**config.mk**
```make
export PLATFORM = sky130hd
export DESIGN_NAME = ptsc_tag_pipe
export DESIGN_NICKNAME = d
export VERILOG_FILES = /design/src/ptsc_pkg.sv /design/src/ptsc_tag_pipe.sv
export SDC_FILE = /design/constraint.sdc
export NUM_CORES = 2
export LEC_CHECK = 0
export BUFFER_PORTS_ARGS = -buffer_cell sky130_fd_sc_hd__buf_2
export CORE_ASPECT_RATIO = 0.75
export CORE_MARGIN = 5
export CORE_UTILIZATION = 55
export CTS_BUF_LIST = sky130_fd_sc_hd__clkbuf_8
export DETAILED_ROUTE_END_ITERATION = 6
export GPL_TIMING_DRIVEN = 0
export PLACE_DENSITY = 0.84
export SETUP_SLACK_MARGIN = 0.4
export SLEW_MARGIN = 25
export SYNTH_ARGS = -nofsm -noshare
export SYNTH_HDL_FRONTEND = slang
export SYNTH_SLANG_ARGS = --single-unit
```
**constraint.sdc**
```tcl
create_clock -name clock -period 10.1 [get_ports clock]
set_input_delay 1.01 -clock clock [delete_from_list [all_inputs] [get_ports clock]]
set_output_delay 1.01 -clock clock [all_outputs]
set_load 0.05 [all_outputs]
```
**src/ptsc_pkg.sv**
```systemverilog
`timescale 1ns / 1ps

package ptsc_pkg;

   // Address, tag placement and tag width of the signed pointer format.
   localparam int ADDR_WIDTH = 32;
   localparam int TAG_SHIFT  = 32;
   localparam int TAG_WIDTH  = 16;

   localparam logic [63:0] ADDRESS_FIELD_MASK = (64'd1 << ADDR_WIDTH) - 64'd1;

   // Key whitening and Murmur3 finaliser constants.
   localparam logic [63:0] FALLBACK_SEED = 64'h4854535F50414321;
   localparam logic [31:0] FMIX_C1       = 32'h85EBCA6B;
   localparam logic [31:0] FMIX_C2       = 32'hC2B2AE35;
   localparam logic [31:0] WHITEN_LO     = 32'h9E3779B9;
   localparam logic [31:0] WHITEN_HI     = 32'h6A09E667;
   localparam int          ROT_R         = 17;
   localparam int          ROT_L         = 15;

   // Register stages between the seed register and the key register.
   localparam int KEY_LATENCY   = 3;
   localparam int KEY_CNT_WIDTH = $clog2(KEY_LATENCY + 1);

   typedef enum logic {
      OP_SIGN = 1'b0,
      OP_AUTH = 1'b1
   } op_type;

   typedef enum logic [2:0] {
      ERR_OK             = 3'd0,
      ERR_KEY_NOT_LOADED = 3'd1,
      ERR_NULL_SIGN      = 3'd2,
      ERR_TAG_MISMATCH   = 3'd3,
      ERR_NULL_RESULT    = 3'd4
   } error_code_type;

   typedef enum logic {
      CSR_KEY_SEED   = 1'b0,
      CSR_KEY_LOADED = 1'b1
   } csr_index_type;

   // Whitened key halves and their cross rotations.
   typedef struct packed {
      logic [31:0] klo;
      logic [31:0] khi;
      logic [31:0] rot_lo;
      logic [31:0] rot_hi;
   } key_type;

   // Per-transaction side information travelling with the hash stages.
   typedef struct packed {
      op_type                 op;
      logic                   key_ok;
      logic                   ptr_zero;
      logic [ADDR_WIDTH-1:0]  addr;
      logic [TAG_WIDTH-1:0]   stored_tag;
   } item_ctl_type;

   // Only the low half of the product is kept, so it is formed at 32 bits.
   function automatic logic [31:0] mul_lo(input logic [31:0] a, input logic [31:0] b);
      return a * b;
   endfunction

   function automatic logic [31:0] xs16(input logic [31:0] h);
      return h ^ (h >> 16);
   endfunction

   function automatic logic [31:0] xs13(input logic [31:0] h);
      return h ^ (h >> 13);
   endfunction

endpackage

```
**src/ptsc_tag_pipe.sv**
```systemverilog
`timescale 1ns / 1ps

module ptsc_tag_pipe (
   input  logic               clock,
   input  logic               reset,
   input  logic               in_valid,
   input  logic               in_op,
   input  logic [63:0]        in_pointer,
   input  logic               key_loaded,
   input  ptsc_pkg::key_type  key,
   output logic               out_valid,
   output logic [63:0]        out_result,
   output logic [2:0]         out_error
);
   import ptsc_pkg::*;

   logic [63:0]    masked;
   logic [31:0]    a32;

   logic           s1_valid_in, s1_valid_ff;
   logic           s2_valid_ff, s3_valid_ff, out_valid_ff;
   item_ctl_type   s1_ctl_in, s1_ctl_ff, s2_ctl_ff, s3_ctl_ff;
   logic [31:0]    s1_mlo_in, s1_mhi_in, s1_mlo_ff, s1_mhi_ff;
   logic [31:0]    s2_hlo_in, s2_hhi_in, s2_hlo_ff, s2_hhi_ff;
   logic [31:0]    s3_hlo_in, s3_hhi_in, s3_hlo_ff, s3_hhi_ff;
   logic [TAG_WIDTH-1:0] tag;
   logic [63:0]    result_in, result_ff;
   error_code_type error_in, error_ff;

   // Stage 1: mix the address with the key halves.
   always_comb begin
      masked               = in_pointer & ADDRESS_FIELD_MASK;
      a32                  = masked[31:0];
      s1_valid_in          = in_valid;
      s1_ctl_in.op         = op_type'(in_op);
      s1_ctl_in.key_ok     = key_loaded;
      s1_ctl_in.ptr_zero   = (in_pointer == 64'd0);
      s1_ctl_in.addr       = masked[ADDR_WIDTH-1:0];
      s1_ctl_in.stored_tag = TAG_WIDTH'(in_pointer >> TAG_SHIFT);
      s1_mlo_in            = (a32 ^ key.klo) + key.rot_lo;
      s1_mhi_in            = (a32 ^ key.khi) + key.rot_hi;
      s2_hlo_in            = mul_lo(xs16(s1_mlo_ff), FMIX_C1);
      s2_hhi_in            = mul_lo(xs16(s1_mhi_ff), FMIX_C1);
      s3_hlo_in            = mul_lo(xs13(s2_hlo_ff), FMIX_C2);
      s3_hhi_in            = mul_lo(xs13(s2_hhi_ff), FMIX_C2);
   end

   // Final stage: finish the hash, check and build the result.
   always_comb begin
      tag       = TAG_WIDTH'(xs16(s3_hlo_ff) ^ xs16(s3_hhi_ff));
      result_in = 64'd0;
      error_in  = ERR_OK;
      if (!s3_ctl_ff.key_ok) begin
         error_in = ERR_KEY_NOT_LOADED;
      end else if (s3_ctl_ff.op == OP_SIGN) begin
         if (s3_ctl_ff.ptr_zero) begin
            error_in = ERR_NULL_SIGN;
         end else begin
            result_in = (64'(tag) << TAG_SHIFT) | 64'(s3_ctl_ff.addr);
         end
      end else begin
         if (s3_ctl_ff.stored_tag != tag) begin
            error_in = ERR_TAG_MISMATCH;
         end else if (s3_ctl_ff.addr == '0) begin
            error_in = ERR_NULL_RESULT;
         end else begin
            result_in = 64'(s3_ctl_ff.addr);
         end
      end
   end

   always_ff @(posedge clock) begin
      if (reset) begin
         s1_valid_ff  <= 1'b0;
         s2_valid_ff  <= 1'b0;
         s3_valid_ff  <= 1'b0;
         out_valid_ff <= 1'b0;
      end else begin
         s1_valid_ff  <= s1_valid_in;
         s2_valid_ff  <= s1_valid_ff;
         s3_valid_ff  <= s2_valid_ff;
         out_valid_ff <= s3_valid_ff;
      end
   end

   always_ff @(posedge clock) begin
      s1_ctl_ff <= s1_ctl_in;
      s1_mlo_ff <= s1_mlo_in;
      s1_mhi_ff <= s1_mhi_in;
      s2_ctl_ff <= s1_ctl_ff;
      s2_hlo_ff <= s2_hlo_in;
      s2_hhi_ff <= s2_hhi_in;
      s3_ctl_ff <= s2_ctl_ff;
      s3_hlo_ff <= s3_hlo_in;
      s3_hhi_ff <= s3_hhi_in;
      result_ff <= result_in;
      error_ff  <= error_in;
   end

   assign out_valid  = out_valid_ff;
   assign out_result = result_ff;
   assign out_error  = error_ff;

endmodule

```
==> impl_metrics.ini <==
[worst_setup_path]
crit_slowest_cell = xor2_1
cp.required_ns = 10.67
crit_chain = xor2_1 > ha_1 > fa_1 > inv_1 > fa_1 > inv_1 > ha_1 > fa_1 > fa_1 > fa_1 > inv_1 > fa_1 > inv_1 > ha_1 > nand3_1 > nor2_1 > a21boi_0 > a221oi_1 > a31oi_1 > a31oi_1 > a21oi_1 > o21a_1 > nor2_1 > xnor2_1
max_stage_delay_ns = 0.71
path_max_fanout = 8
crit_arrival_ns = 8.87
path_buf_inv = 4
path_delay_family = adder cells
cp-startpoint = s2_hlo_ff[22]$_DFF_P_
start_kind = register
crit_type = reg -> reg
reg2reg_from = s2_hlo_ff[22]$_DFF_P_
cpMostUsedCell = fa_1
endpoint_kind = register

[hold_path]
hold_class = reg -> reg
hold_start = s1_ctl_ff[35]$_DFF_P_

[die]
rows = 93
pin_count = 265
initial_core_util = 0.5547
die_area_um2 = 92770
die_h_um = 265.0
core_area_um2 = 85990
die_w_um = 350.0

[place]
post-place-ws_ns = 1.861
routabilityCongestion = 1.036
place_area_um2 = 50540
io_buffers = 248
dp_hpwl_um = 114700

[grt]
met1_usage = 0.3942
grt_max_degree = 17
grt_antenna_before_repair = 10
gr-total-overflow = 0
grt_util_all_layers = 0.2828
use_met2 = 0.4345
grt_pass1_vias = 34408
globalRouteMet3Util = 0.07211
grt_pass1_wl_um = 198700
top_usage_layer = met2

[clocking]
cts_hold_buffers = 0
root_buffer = clkbuf_8
clk_pin_slew_ns = 0.07
cts.sinks = 400
clockBufferDepth = 3
numCtsBuffers = 59
cts_tree = built
cts_setup_buffers = 0
h-tree-depth = 2
cts_resized = 0
clk_latency_ns = 0.71

[route]
wirelength_um = 129800
ant_nets = 0
via_per_inst = 5.291
firstDrtPassIters = 5
drc_errors = 0
drt_iter0_markers = 2099
vias = 32046
wl_per_cell_um = 21.42

[synthesis]
async_reset_ff_frac = 0
yosys_warnings = 0
synthCells = 4528
synth_area_per_cell_um2 = 10.53
yosysSeqAreaShare = 0.1679
synth_cell_type_count = 71
netlist_area_um2 = 47700
synth_ff_type = dfxtp_1
synth_edf_count = 0
synth_seq_cells = 400

[layout]
fin_nets = 6646
mostFrequentLayoutCells = 1203 x inv_1, 812 x ha_1, 778 x fa_1
final_common_cell = inv_1
fillers = 6994
area_delta_synth_final_pct = 8.670
drive_above_1_share = 0.08169
post-route-cell-area_um2 = 51830

[sta]
post-route-period-util = 0.8223
worst_pin_slew_ns = 1.169
slew_violations = 0
hold_viol = 0
whs_ns = 0.3152
finalSetupTns_ns = 0
worst_slack_ns = 1.795
finalCriticalPeriod_ns = 8.305
setup_viol = 0
timing.fmax_mhz = 120.4
clock_skew_ns = 0.04581
max_slew_margin = 0.2181
rsz0062_at_grt = false

[flow_run]
maxCapViolCount = 0

[status]
status = complete, no violations
-- per-layer routing --
layer,routed length [um],up-vias
met5,27,-
li1,-,14748
met2,55860,1368
met4,4933,4
met1,55820,15672
met3,13130,254
-- cell usage after synthesis (4+ instances only) --
cell type  instances  area (um2)
a211oi_1          11       82.58
dfxtp_1          400        8008
or2_2             10       62.56
ha_1             812       10160
o21bai_1          21       157.7
or3_1             10       62.56
xor2_1           202        1769
nand4_1           18       112.6
nand2b_1          21       131.4
buf_4             16       120.1
nand3_1           24       120.1
a21o_1            78       585.6
a211o_1            9       78.83
a31oi_1           14       87.58
o31ai_1           12       90.09
a311oi_1           4       35.03
a21oi_1          126       630.6
inv_1           1184        4444
and4_1             4       35.03
xnor2_1          309        2706
fa_1             778       15570
nor2_1           103       386.6
o21a_1            29       217.7
o21ai_0           51       255.2
o41a_1             4       45.04
a31o_2             8       70.07
and3_1            39       244.0
nor2b_1           30       187.7
nor4_1            33       206.5
a21boi_0           4       30.03
nand2_1           66       247.7
clkbuf_1          12       45.04
and2_1            10       62.56
a221oi_1           4       35.03
nor3_1            23       115.1
-- path summary, 6_finish.rpt --
check,slack (ns),cells after the start,end
hold reg to reg,0.32,0,s2_ctl_ff[35]$_DFF_P_
hold / removal,0.32,0,s2_ctl_ff[35]$_DFF_P_
setup reg to reg,1.79,24,s3_hlo_ff[30]$_DFF_P_
setup / recovery,1.79,24,s3_hlo_ff[30]$_DFF_P_
-- sequential cells by signal (all words and copies together) (netlist names) --
name and count:
s3_valid_ff 1, s2_hhi_ff 32, out_result 48, s1_mlo_ff 32, s2_valid_ff 1, s1_ctl_ff 51, s1_valid_ff 1, s1_mhi_ff 32
s3_ctl_ff 51, s2_hlo_ff 32, s2_ctl_ff 51, out_valid 1, s3_hlo_ff 32, s3_hhi_ff 32, out_error 3
-- through the flow --
step / util / cells
2_1_floorplan: - / 4543
3_3_place_gp: 0.5863 / 5931
3_5_place_dp: 0.5878 / 5938
4_1_cts: 0.6024 / 6049
5_1_grt: 0.6026 / 6051
6_report: 0.6027 / 6057
-- logic make-up after synthesis --
family | count (synthesis) | synth area share
AO/OA/AOI/OAI | 414 | 0.05876
XOR/XNOR | 512 | 0.09431
adder cells (fa/ha/maj) | 1590 | 0.5396
multiplexers | 1 | 0.0002099
flip-flops | 400 | 0.1679
buffers and inverters | 1213 | 0.09672
AND/OR/NAND/NOR | 397 | 0.04247
other | 1 | 0.00007862
-- cell type report --
| cell class | count | area (um2) | share of cell area |
|---|---|---|---|
| diodes | 8 | 20.02 | 0.0003862 |
| clock inverters | 47 | 379.1 | 0.007314 |
| inverters | 1184 | 4444 | 0.08575 |
| multi-input cells | 2930 | 35200 | 0.6790 |
| repair buffers | 255 | 1309 | 0.02525 |
| flip-flops and latches | 400 | 8008 | 0.1545 |
| clock buffers | 64 | 880.8 | 0.01699 |
| plain buffers | 29 | 168.9 | 0.003259 |
| well taps | 1140 | 1426 | 0.02752 |
Power is left out: the tool's default activity adds up to more than one toggle a clock period on the data nets, which glitch-free logic cannot reach.
